==> src/sv/srmon_pkg.sv <==
`timescale 1ns / 1ps
// Shared types, codes and constants for the sensor running-average monitor.
package srmon_pkg;

    localparam int SENSORS_DEF = 16;
    localparam int WINDOW_DEF  = 8;

    localparam int CFG_IDX_W = 1;
    localparam logic [CFG_IDX_W-1:0] REG_HOT  = 1'b0;
    localparam logic [CFG_IDX_W-1:0] REG_COLD = 1'b1;

    localparam logic signed [15:0] HOT_RESET  = 16'sd7680;
    localparam logic signed [15:0] COLD_RESET = 16'sd2560;

    localparam logic [1:0] ACT_MAP   = 2'd0;
    localparam logic [1:0] ACT_READ  = 2'd1;
    localparam logic [1:0] ACT_QUERY = 2'd2;
    localparam logic [1:0] ACT_NONE  = 2'd3;

    localparam logic [2:0] ST_FILLING = 3'd0;
    localparam logic [2:0] ST_NORMAL  = 3'd1;
    localparam logic [2:0] ST_HOT     = 3'd2;
    localparam logic [2:0] ST_COLD    = 3'd3;
    localparam logic [2:0] ST_UNKNOWN = 3'd4;
    localparam logic [2:0] ST_MAPPED  = 3'd5;
    localparam logic [2:0] ST_FULL    = 3'd6;
    localparam logic [2:0] ST_QUERY   = 3'd7;

    localparam logic [2:0] OP_NONE  = 3'd0;
    localparam logic [2:0] OP_REMAP = 3'd1;
    localparam logic [2:0] OP_NEW   = 3'd2;
    localparam logic [2:0] OP_FILL  = 3'd3;
    localparam logic [2:0] OP_SLIDE = 3'd4;

    typedef struct packed {
        logic [1:0]         action;
        logic [15:0]        sensor_tag;
        logic [15:0]        room_id;
        logic signed [15:0] sample;
    } srmon_item_t;

    typedef struct packed {
        logic [2:0]         status;
        logic [15:0]        reported_sensor;
        logic [15:0]        room_of_sensor;
        logic signed [15:0] running_average;
        logic               average_ready;
    } srmon_result_t;

    // Search token that walks the cell row, one cell per cycle.
    typedef struct packed {
        logic               valid;
        logic               found;
        logic               free_found;
        logic [15:0]        sensor_tag;
        logic [15:0]        room;
        logic signed [15:0] avg;
        logic               seen;
    } srmon_tok_t;

    // Update broadcast to every cell once the item is resolved.
    typedef struct packed {
        logic [2:0]         op;
        logic [15:0]        sensor_tag;
        logic [15:0]        room;
        logic signed [15:0] sample;
        logic signed [15:0] avg;
    } srmon_commit_t;

endpackage

==> src/sv/srmon_cell.sv <==
`timescale 1ns / 1ps
// One table entry with its sample window, passing the search token to the next entry.
module srmon_cell #(
    parameter int WINDOW = srmon_pkg::WINDOW_DEF,
    localparam int FILL_W = $clog2(WINDOW + 1),
    localparam int SUM_W  = 16 + $clog2(WINDOW)
) (
    input  logic                       clk,
    input  logic                       rst_n,
    input  srmon_pkg::srmon_tok_t      tok_in,
    input  logic [FILL_W-1:0]          fill_in,
    input  logic signed [SUM_W-1:0]    sum_in,
    input  logic signed [15:0]         oldest_in,
    output srmon_pkg::srmon_tok_t      tok_out,
    output logic [FILL_W-1:0]          fill_out,
    output logic signed [SUM_W-1:0]    sum_out,
    output logic signed [15:0]         oldest_out,
    input  srmon_pkg::srmon_commit_t   commit,
    input  logic signed [SUM_W-1:0]    commit_sum
);
    import srmon_pkg::*;

    logic                    used_reg, used_next;
    logic [FILL_W-1:0]       fill_reg, fill_next;
    logic signed [15:0]      avg_reg, avg_next;
    logic                    seen_reg, seen_next;
    logic                    mark_hit_reg, mark_hit_next;
    logic                    mark_free_reg, mark_free_next;
    srmon_tok_t              tok_reg, tok_next;
    logic [15:0]             sensor_reg, sensor_next;
    logic [15:0]             room_reg, room_next;
    logic signed [SUM_W-1:0] sum_reg, sum_next;
    logic signed [15:0]      win_reg [WINDOW];
    logic signed [15:0]      win_next [WINDOW];
    logic [FILL_W-1:0]       pfill_reg, pfill_next;
    logic signed [SUM_W-1:0] psum_reg, psum_next;
    logic signed [15:0]      pold_reg, pold_next;
    logic                    my_hit;
    logic                    my_free;
    logic                    selected;

    assign my_hit  = tok_in.valid && used_reg && (sensor_reg == tok_in.sensor_tag)
                     && !tok_in.found;
    assign my_free = tok_in.valid && !used_reg && !tok_in.free_found;

    always_comb
    begin
        tok_next       = tok_in;
        pfill_next     = fill_in;
        psum_next      = sum_in;
        pold_next      = oldest_in;
        mark_hit_next  = mark_hit_reg;
        mark_free_next = mark_free_reg;
        if (tok_in.valid)
        begin
            mark_hit_next  = my_hit;
            mark_free_next = my_free;
        end
        if (my_hit)
        begin
            tok_next.found = 1'b1;
            tok_next.room  = room_reg;
            tok_next.avg   = avg_reg;
            tok_next.seen  = seen_reg;
            pfill_next     = fill_reg;
            psum_next      = sum_reg;
            pold_next      = win_reg[0];
        end
        if (my_free)
        begin
            tok_next.free_found = 1'b1;
        end
    end

    assign selected = (commit.op == OP_NEW) ? mark_free_reg : mark_hit_reg;

    always_comb
    begin
        used_next   = used_reg;
        fill_next   = fill_reg;
        avg_next    = avg_reg;
        seen_next   = seen_reg;
        sensor_next = sensor_reg;
        room_next   = room_reg;
        sum_next    = sum_reg;
        for (int j = 0; j < WINDOW; j++)
        begin
            win_next[j] = win_reg[j];
        end
        if (selected)
        begin
            case (commit.op)
                OP_REMAP, OP_NEW:
                begin
                    used_next   = 1'b1;
                    sensor_next = commit.sensor_tag;
                    room_next   = commit.room;
                    fill_next   = '0;
                    avg_next    = '0;
                    seen_next   = 1'b0;
                    sum_next    = '0;
                end
                OP_FILL, OP_SLIDE:
                begin
                    sum_next = commit_sum;
                    for (int j = 0; j < WINDOW - 1; j++)
                    begin
                        win_next[j] = win_reg[j + 1];
                    end
                    win_next[WINDOW - 1] = commit.sample;
                    if (commit.op == OP_FILL)
                    begin
                        fill_next = fill_reg + FILL_W'(1);
                    end
                    else
                    begin
                        avg_next  = commit.avg;
                        seen_next = 1'b1;
                    end
                end
                default:
                begin
                end
            endcase
        end
    end

    always_ff @(posedge clk or negedge rst_n)
    begin
        if (!rst_n)
        begin
            used_reg      <= 1'b0;
            fill_reg      <= '0;
            avg_reg       <= '0;
            seen_reg      <= 1'b0;
            mark_hit_reg  <= 1'b0;
            mark_free_reg <= 1'b0;
            tok_reg       <= '0;
        end
        else
        begin
            used_reg      <= used_next;
            fill_reg      <= fill_next;
            avg_reg       <= avg_next;
            seen_reg      <= seen_next;
            mark_hit_reg  <= mark_hit_next;
            mark_free_reg <= mark_free_next;
            tok_reg       <= tok_next;
        end
    end

    always_ff @(posedge clk)
    begin
        sensor_reg <= sensor_next;
        room_reg   <= room_next;
        sum_reg    <= sum_next;
        pfill_reg  <= pfill_next;
        psum_reg   <= psum_next;
        pold_reg   <= pold_next;
        for (int j = 0; j < WINDOW; j++)
        begin
            win_reg[j] <= win_next[j];
        end
    end

    assign tok_out    = tok_reg;
    assign fill_out   = pfill_reg;
    assign sum_out    = psum_reg;
    assign oldest_out = pold_reg;

endmodule

==> src/sv/srmon_avg_div.sv <==
`timescale 1ns / 1ps
// Window average: signed sum divided by the window length through a reciprocal multiply.
module srmon_avg_div #(
    parameter int WINDOW = srmon_pkg::WINDOW_DEF,
    localparam int SUM_W = 16 + $clog2(WINDOW)
) (
    input  logic                    clk,
    input  logic                    load,
    input  logic signed [SUM_W-1:0] sum,
    output logic signed [15:0]      avg
);
    import srmon_pkg::*;

    localparam int LOG_W   = $clog2(WINDOW);
    localparam int SHIFT   = SUM_W + LOG_W;
    localparam int RECIP_W = SUM_W + 1;
    localparam int PROD_W  = SUM_W + RECIP_W;
    localparam int QUOT_W  = PROD_W - SHIFT;
    localparam logic [RECIP_W-1:0] RECIP =
        RECIP_W'(((64'd1 << SHIFT) + 64'(WINDOW) - 64'd1) / 64'(WINDOW));

    logic [SUM_W-1:0]  mag_reg, mag_next;
    logic              neg_reg, neg_next;
    logic [PROD_W-1:0] prod_reg, prod_next;
    logic [QUOT_W-1:0] quot;
    logic [QUOT_W-1:0] quot_signed;

    always_comb
    begin
        mag_next = mag_reg;
        neg_next = neg_reg;
        if (load)
        begin
            neg_next = sum[SUM_W-1];
            mag_next = sum[SUM_W-1] ? SUM_W'(-sum) : SUM_W'(sum);
        end
        prod_next = PROD_W'(mag_reg) * PROD_W'(RECIP);
    end

    always_ff @(posedge clk)
    begin
        mag_reg  <= mag_next;
        neg_reg  <= neg_next;
        prod_reg <= prod_next;
    end

    // Truncation toward zero: divide the magnitude, then restore the sign.
    assign quot        = prod_reg[PROD_W-1:SHIFT];
    assign quot_signed = neg_reg ? -quot : quot;
    assign avg         = quot_signed[15:0];

endmodule

==> src/sv/sensor_running_average_monitor_top.sv <==
`timescale 1ns / 1ps
// Top level of the sensor running-average monitor: sequencer, limits and the cell row.
//
//  Channel  | Signals                       | Handshake
//  ---------+-------------------------------+------------------------------------
//  item in  | start, busy, cmd              | taken when start is high, busy low
//  result   | done, result                  | one-cycle done strobe, no stall
//  config   | cfg_we, cfg_index, cfg_data   | written when cfg_we is high
//
// A map, reading or query item keeps busy high from its acceptance until it finishes:
// the search token walks the row one cell per cycle, then the average multiply
// registers the magnitude and then the product. The result strobe is registered from S_FINISH.
// An item with action code 3 is taken and dropped; busy stays low.
// Reset clears the entry flags and loads the limits; there is no clearing pass.
// The receiver cannot stall results, so none are ever held back.
module sensor_running_average_monitor_top #(
    parameter int SENSORS = srmon_pkg::SENSORS_DEF,
    parameter int WINDOW  = srmon_pkg::WINDOW_DEF
) (
    input  logic                                clk,
    input  logic                                rst_n,
    input  logic                                start,
    output logic                                busy,
    input  srmon_pkg::srmon_item_t              cmd,
    output logic                                done,
    output srmon_pkg::srmon_result_t            result,
    input  logic                                cfg_we,
    input  logic [srmon_pkg::CFG_IDX_W-1:0]     cfg_index,
    input  logic [15:0]                         cfg_data
);
    import srmon_pkg::*;

    localparam int FILL_W = $clog2(WINDOW + 1);
    localparam int SUM_W  = 16 + $clog2(WINDOW);

    localparam logic [1:0] S_IDLE   = 2'd0;
    localparam logic [1:0] S_SEARCH = 2'd1;
    localparam logic [1:0] S_CALC   = 2'd2;
    localparam logic [1:0] S_FINISH = 2'd3;

    logic [1:0]              state_reg, state_next;
    logic signed [15:0]      hot_reg, hot_next;
    logic signed [15:0]      cold_reg, cold_next;
    logic                    done_reg, done_next;
    srmon_result_t           result_reg, result_next;
    logic [1:0]              act_reg, act_next;
    logic [15:0]             id_reg, id_next;
    logic [15:0]             room_reg, room_next;
    logic signed [15:0]      smp_reg, smp_next;
    logic                    found_reg, found_next;
    logic                    free_reg, free_next;
    logic [15:0]             e_room_reg, e_room_next;
    logic signed [15:0]      e_avg_reg, e_avg_next;
    logic                    e_seen_reg, e_seen_next;
    logic                    full_reg, full_next;
    logic signed [SUM_W-1:0] sum_new_reg, sum_new_next;
    logic signed [SUM_W-1:0] sum_new;
    logic                    accept;
    logic                    chain_end;
    logic signed [15:0]      div_avg;
    srmon_commit_t           commit;
    srmon_tok_t              tok_head;

    srmon_tok_t              tok_chain    [SENSORS + 1];
    logic [FILL_W-1:0]       fill_chain   [SENSORS + 1];
    logic signed [SUM_W-1:0] sum_chain    [SENSORS + 1];
    logic signed [15:0]      oldest_chain [SENSORS + 1];

    assign busy   = (state_reg != S_IDLE);
    assign accept = start && !busy;

    always_comb
    begin
        tok_head            = '0;
        tok_head.valid      = accept && (cmd.action != ACT_NONE);
        tok_head.sensor_tag = cmd.sensor_tag;
    end

    assign tok_chain[0]    = tok_head;
    assign fill_chain[0]   = '0;
    assign sum_chain[0]    = '0;
    assign oldest_chain[0] = '0;

    for (genvar i = 0; i < SENSORS; i++)
    begin : g_cell
        srmon_cell #(
            .WINDOW (WINDOW)
        ) u_cell (
            .clk        (clk),
            .rst_n      (rst_n),
            .tok_in     (tok_chain[i]),
            .fill_in    (fill_chain[i]),
            .sum_in     (sum_chain[i]),
            .oldest_in  (oldest_chain[i]),
            .tok_out    (tok_chain[i + 1]),
            .fill_out   (fill_chain[i + 1]),
            .sum_out    (sum_chain[i + 1]),
            .oldest_out (oldest_chain[i + 1]),
            .commit     (commit),
            .commit_sum (sum_new_reg)
        );
    end

    assign chain_end = tok_chain[SENSORS].valid;

    always_comb
    begin
        sum_new = sum_chain[SENSORS] + SUM_W'(smp_reg);
        if (fill_chain[SENSORS] == FILL_W'(WINDOW))
        begin
            sum_new = sum_new - SUM_W'(oldest_chain[SENSORS]);
        end
    end

    srmon_avg_div #(
        .WINDOW (WINDOW)
    ) u_div (
        .clk  (clk),
        .load (chain_end),
        .sum  (sum_new),
        .avg  (div_avg)
    );

    always_comb
    begin
        hot_next  = hot_reg;
        cold_next = cold_reg;
        if (cfg_we)
        begin
            case (cfg_index)
                REG_HOT:  hot_next  = cfg_data;
                REG_COLD: cold_next = cfg_data;
                default:
                begin
                end
            endcase
        end
    end

    always_comb
    begin
        state_next   = state_reg;
        act_next     = act_reg;
        id_next      = id_reg;
        room_next    = room_reg;
        smp_next     = smp_reg;
        found_next   = found_reg;
        free_next    = free_reg;
        e_room_next  = e_room_reg;
        e_avg_next   = e_avg_reg;
        e_seen_next  = e_seen_reg;
        full_next    = full_reg;
        sum_new_next = sum_new_reg;
        case (state_reg)
            S_IDLE:
            begin
                if (accept)
                begin
                    act_next  = cmd.action;
                    id_next   = cmd.sensor_tag;
                    room_next = cmd.room_id;
                    smp_next  = cmd.sample;
                    if (cmd.action != ACT_NONE)
                    begin
                        state_next = S_SEARCH;
                    end
                end
            end
            S_SEARCH:
            begin
                if (chain_end)
                begin
                    found_next   = tok_chain[SENSORS].found;
                    free_next    = tok_chain[SENSORS].free_found;
                    e_room_next  = tok_chain[SENSORS].room;
                    e_avg_next   = tok_chain[SENSORS].avg;
                    e_seen_next  = tok_chain[SENSORS].seen;
                    full_next    = (fill_chain[SENSORS] == FILL_W'(WINDOW));
                    sum_new_next = sum_new;
                    state_next   = S_CALC;
                end
            end
            S_CALC:
            begin
                state_next = S_FINISH;
            end
            S_FINISH:
            begin
                state_next = S_IDLE;
            end
            default:
            begin
                state_next = S_IDLE;
            end
        endcase
    end

    always_comb
    begin
        result_next                 = result_reg;
        done_next                   = 1'b0;
        commit.op                   = OP_NONE;
        commit.sensor_tag           = id_reg;
        commit.room                 = room_reg;
        commit.sample               = smp_reg;
        commit.avg                  = div_avg;
        if (state_reg == S_FINISH)
        begin
            done_next                   = 1'b1;
            result_next.status          = ST_UNKNOWN;
            result_next.reported_sensor = id_reg;
            result_next.room_of_sensor  = '0;
            result_next.running_average = '0;
            result_next.average_ready   = 1'b0;
            case (act_reg)
                ACT_MAP:
                begin
                    if (found_reg || free_reg)
                    begin
                        result_next.status         = ST_MAPPED;
                        result_next.room_of_sensor = room_reg;
                        commit.op = found_reg ? OP_REMAP : OP_NEW;
                    end
                    else
                    begin
                        result_next.status = ST_FULL;
                    end
                end
                ACT_READ:
                begin
                    if (found_reg && full_reg)
                    begin
                        if (div_avg > hot_reg)
                        begin
                            result_next.status = ST_HOT;
                        end
                        else if (div_avg < cold_reg)
                        begin
                            result_next.status = ST_COLD;
                        end
                        else
                        begin
                            result_next.status = ST_NORMAL;
                        end
                        result_next.room_of_sensor  = e_room_reg;
                        result_next.running_average = div_avg;
                        result_next.average_ready   = 1'b1;
                        commit.op                   = OP_SLIDE;
                    end
                    else if (found_reg)
                    begin
                        result_next.status          = ST_FILLING;
                        result_next.room_of_sensor  = e_room_reg;
                        result_next.running_average = e_avg_reg;
                        result_next.average_ready   = e_seen_reg;
                        commit.op                   = OP_FILL;
                    end
                end
                ACT_QUERY:
                begin
                    if (found_reg)
                    begin
                        result_next.status          = ST_QUERY;
                        result_next.room_of_sensor  = e_room_reg;
                        result_next.running_average = e_avg_reg;
                        result_next.average_ready   = e_seen_reg;
                    end
                end
                default:
                begin
                end
            endcase
        end
    end

    always_ff @(posedge clk or negedge rst_n)
    begin
        if (!rst_n)
        begin
            state_reg <= S_IDLE;
            hot_reg   <= HOT_RESET;
            cold_reg  <= COLD_RESET;
            done_reg  <= 1'b0;
        end
        else
        begin
            state_reg <= state_next;
            hot_reg   <= hot_next;
            cold_reg  <= cold_next;
            done_reg  <= done_next;
        end
    end

    always_ff @(posedge clk)
    begin
        result_reg  <= result_next;
        act_reg     <= act_next;
        id_reg      <= id_next;
        room_reg    <= room_next;
        smp_reg     <= smp_next;
        found_reg   <= found_next;
        free_reg    <= free_next;
        e_room_reg  <= e_room_next;
        e_avg_reg   <= e_avg_next;
        e_seen_reg  <= e_seen_next;
        full_reg    <= full_next;
        sum_new_reg <= sum_new_next;
    end

    assign done   = done_reg;
    assign result = result_reg;

    a_done_after_finish: assert property (@(posedge clk) disable iff (!rst_n)
        done |-> $past(state_reg == S_FINISH))
        else $error("result strobe without a finished item");

    a_accept_goes_busy: assert property (@(posedge clk) disable iff (!rst_n)
        (accept && (cmd.action != ACT_NONE)) |=> busy)
        else $error("accepted item did not start a search");

    a_token_only_in_search: assert property (@(posedge clk) disable iff (!rst_n)
        chain_end |-> (state_reg == S_SEARCH))
        else $error("search token left the cell row outside a search");

    a_commit_only_at_finish: assert property (@(posedge clk) disable iff (!rst_n)
        (commit.op != OP_NONE) |-> (state_reg == S_FINISH) && done_next)
        else $error("cell update outside the finishing cycle");

endmodule
==> config.mk <==
export PLATFORM = sky130hd
export DESIGN_NAME = sensor_running_average_monitor_top
export DESIGN_NICKNAME = d
export VERILOG_FILES = /design/src/sv/srmon_pkg.sv /design/src/sv/srmon_cell.sv /design/src/sv/srmon_avg_div.sv /design/src/sv/sensor_running_average_monitor_top.sv
export SDC_FILE = /design/constraint.sdc
export NUM_CORES = 2
export LEC_CHECK = 0
export BUFFER_PORTS_ARGS = -buffer_cell sky130_fd_sc_hd__buf_4
export CAP_MARGIN = 15
export CELL_PAD_IN_SITES_DETAIL_PLACEMENT = 0
export CELL_PAD_IN_SITES_GLOBAL_PLACEMENT = 1
export CORE_MARGIN = 8
export CORE_UTILIZATION = 45
export CTS_BUF_LIST = sky130_fd_sc_hd__clkbuf_4
export DETAILED_ROUTE_END_ITERATION = 8
export PLACE_DENSITY = 0.63
export SETUP_SLACK_MARGIN = 0.2
export SLEW_MARGIN = 10
export SYNTH_ARGS = -nofsm -noshare
export SYNTH_HDL_FRONTEND = slang
export SYNTH_SLANG_ARGS = --single-unit
export TNS_END_PERCENT = 30
==> constraint.sdc <==
create_clock -name clk -period 19.45 [get_ports clk]
set_clock_uncertainty 0.2 [all_clocks]
set_input_delay 3.89 -clock clk [delete_from_list [all_inputs] [get_ports clk]]
set_output_delay 3.89 -clock clk [all_outputs]
set_load 0.02 [all_outputs]
==> flow_summary.ini <==
[hold_path]
holdPathEnd = g_cell[6].u_cell.win_reg[0][3]$_DFFE_PP_
min-delay-start = g_cell[6].u_cell.win_reg[0][19]$_DFFE_PP_
hold_depth = 0
hold_class = reg2reg

[clock_tree]
path_clk_slew_ns = 0.06
cts_resized = 0
cts_setup_buffers = 0
cts_max_level = 7
tritoncts = done
root_buffer = clkbuf_4
cts_hold_buf = 0
cts_max_path_buffers = 5
numCtsBuffers = 1294
worstSkewPairLatency_ns = 1.63
clock-sinks = 4913

[global_routing]
grt_overflow = 0
grt_first_pass_wirelength_mm = 479
grt_max_degree = 181
grt_pass1_vias = 81333
grt_antenna_before_repair = 18
globalRouteTotalUtil_pct = 16.7

[logic_synthesis]
yosysWarningCount = 0
synthFlopType = edfxtp_1
ys_async_sr_fraction_pct = 25.1
synth_area_sq_mm = 0.161
ys_seq_elements = 4913
synthXorXnorAreaFrac_pct = 1.68
synth.yosys.seq_area_share_pct = 83.6
synth_nets = 8555
synth-simple-area-share_pct = 2.99
netlist_instances = 8389
synth_compound_area_share_pct = 2.26
synth_edf_count = 3038
synth_top_family_by_area = multiplexers
syn_avg_cell_area_sq_um = 19.2
synthMuxAreaShare_pct = 7.93
ys_types = 86
synthAdderAreaFrac_pct = 0.746

[placed_design]
placed_area_sq_mm = 0.169
dp_cells = 13200
post-place-ws_ns = 11.16
hpwl_mm = 182
portBuffers = 124
gp_congestion = 0.789

[critical_path]
crit_arrival_ns = 2.55
rrSetupSlack_ns = 13.55
start_kind = register
critPathKind = reg2out
worstPathMaxFanout = 4
timing.rr.start = smp_reg[0]$_DFFE_PP_
r2r_cells = 16
r2r-end = u_div.mag_reg[8]$_DFFE_PP_
cp.required_ns = 15.36
end_kind = output port

[timing]
hold_viol = 0
rsz0062_at_grt = no
fmax_mhz = 150
fin_ws_ns = 12.81
setup_violations = 0
post-route-min-period_ns = 6.65
finalSetupTns_ns = 0
worst_slew_pin_slew_ns = 1.24
maxSlewViolCount = 0
maxSlewHeadroom_pct = 15.2
post-route-period-util_pct = 34.2

[layout]
largest_reg_flops = 2048
drive_gt1_share_pct = 33.8
fin_cells = 15436
final_nets = 9889
finalInstanceArea_sq_mm = 0.185
utilization_pct = 51.8
syn2layout_area_growth_pct = 14.9

[die]
io_pins = 125
initial_utilization_pct = 45.1
rows = 220
core_area_sq_mm = 0.358
die_h_um = 615
die_w_um = 615
die_area_sq_mm = 0.378

[detailed_routing]
drt-initial-drc-count = 4000
avgRoutedWirePerCell_um = 20.2
via_per_inst = 4.79
vias = 73997
drtAntennaViolNets = 0
dr.pass1.iters = 5
remaining_drc_errors = 0
finalWirelength_mm = 312

[pwr]
leakage_uw = 0.0710
pwr_density_cell_mw_per_mm2 = 113
peakVddDrop_mv = 0.0651

[run_status]
status = finished clean

[run]
drv_cap = 0
[cell type report]
| class | instances | area [sq um] |
|---|---|---|
| fill | 29182 | 173000 |
| sequential | 4913 | 135000 |
| multi-input combinational | 3142 | 25600 |
| clock buffer | 2000 | 15000 |
| tap | 4773 | 5970 |
| timing repair buffer | 286 | 2210 |
| clock inverter | 224 | 1320 |
| inverter | 86 | 323 |
| antenna | 12 | 30.0 |
[cell usage after synthesis, types with 31 or more instances]
cell type	count	area [sq um]
dfxtp_1	640	12800
a21oi_1	49	245
inv_1	84	315
nand3_1	46	230
nor4_1	35	219
a22oi_1	31	233
ha_1	93	1160
dfrtp_1	1229	30800
nor2_1	119	447
nand2_1	430	1610
a21o_1	51	383
nor3_1	37	185
clkbuf_1	236	886
nand4_1	58	363
and2_1	95	594
xnor2_1	229	2010
nor2b_1	39	244
nand2b_1	44	275
or2_2	33	206
edfxtp_1	3038	91200
o21ai_0	378	1890
mux2_2	1120	12600
xor2_1	78	683
[cells in the final DEF, fill, tap and decap left out, types with 21 or more instances in the layout]
cell type     n
nand4_1      58
clkinv_1    171
ha_1         92
dfxtp_1     640
nor3_1       37
nor2_4       35
nor4_1       34
mux2_2     1120
clkbuf_4   2000
edfxtp_1   3038
inv_1        84
nand2_1     429
nand2b_1     44
xnor2_1     229
nor2b_1      21
dfrtp_1    1229
and2_1       93
nor2_1       70
xor2_1       78
a21oi_1      48
nand3_1      46
buf_4       281
a22oi_1      31
o21ai_0     378
a21o_1       50
or2_2        33
[worst max path at each step]
stage | endpoint | start | cells after the start | slack, ns
2_1_floorplan | g_cell[0].u_cell.win_reg[0][0]$_DFFE_PP_ | state_reg[0]$_DFFE_PN0P_ | 6 | 10.23
3_3_place_gp | cold_reg[1]$_DFFE_PN0P_ | rst_n | 5 | 11.31
3_5_place_dp | cold_reg[1]$_DFFE_PN0P_ | rst_n | 5 | 11.16
4_1_cts | busy | state_reg[0]$_DFFE_PN0P_ | 4 | 12.49
5_1_grt | g_cell[15].u_cell.tok_out[1]$_DFF_PN0_ | rst_n | 5 | 12.37
6_report | busy | state_reg[0]$_DFFE_PN0P_ | 4 | 12.81
[where the power goes]
group	leakage, uW	total, uW	internal (uW)	switching (uW)
registers	0.0488	11400	11200	180
logic	0.0123	711	221	490
clock network	0.00981	8730	4860	3870
[metrics by stage]
stage	power, uW	hold WS, ns
2_1_floorplan	11900	0.123
3_3_place_gp	12400	0.155
3_5_place_dp	12400	0.157
4_1_cts	21300	0.108
5_1_grt	21900	0.123
6_report	20900	0.124
[worst max-delay path, stage by stage, from the launching register on]
cell,delay [ns]
dfrtp_1,0.43
inv_1,0.14
ha_1,0.22
inv_1,0.06
buf_4,0.15
[per-layer routing]
layer	part of all wire (%)	global-route usage (%)	vias up
met5	0.0042	0	-
met4	2.4	6.84	2
met3	4.1	4.49	499
met2	51	28.2	1524
met1	43	20.5	37501
li1	-	-	34471
[cell families (layout without fill, tap and decap cells)]
family | count (synthesis) | after routing
AO/OA/AOI/OAI | 612 | 612
XOR/XNOR | 308 | 308
adder cells (fa/ha/maj) | 95 | 95
buffers and inverters | 334 | 2596
flip-flops | 4913 | 4913
multiplexers | 1139 | 1139
other | 0 | 12
AND/OR/NAND/NOR | 988 | 988
Power figures use the tool's default switching activity.
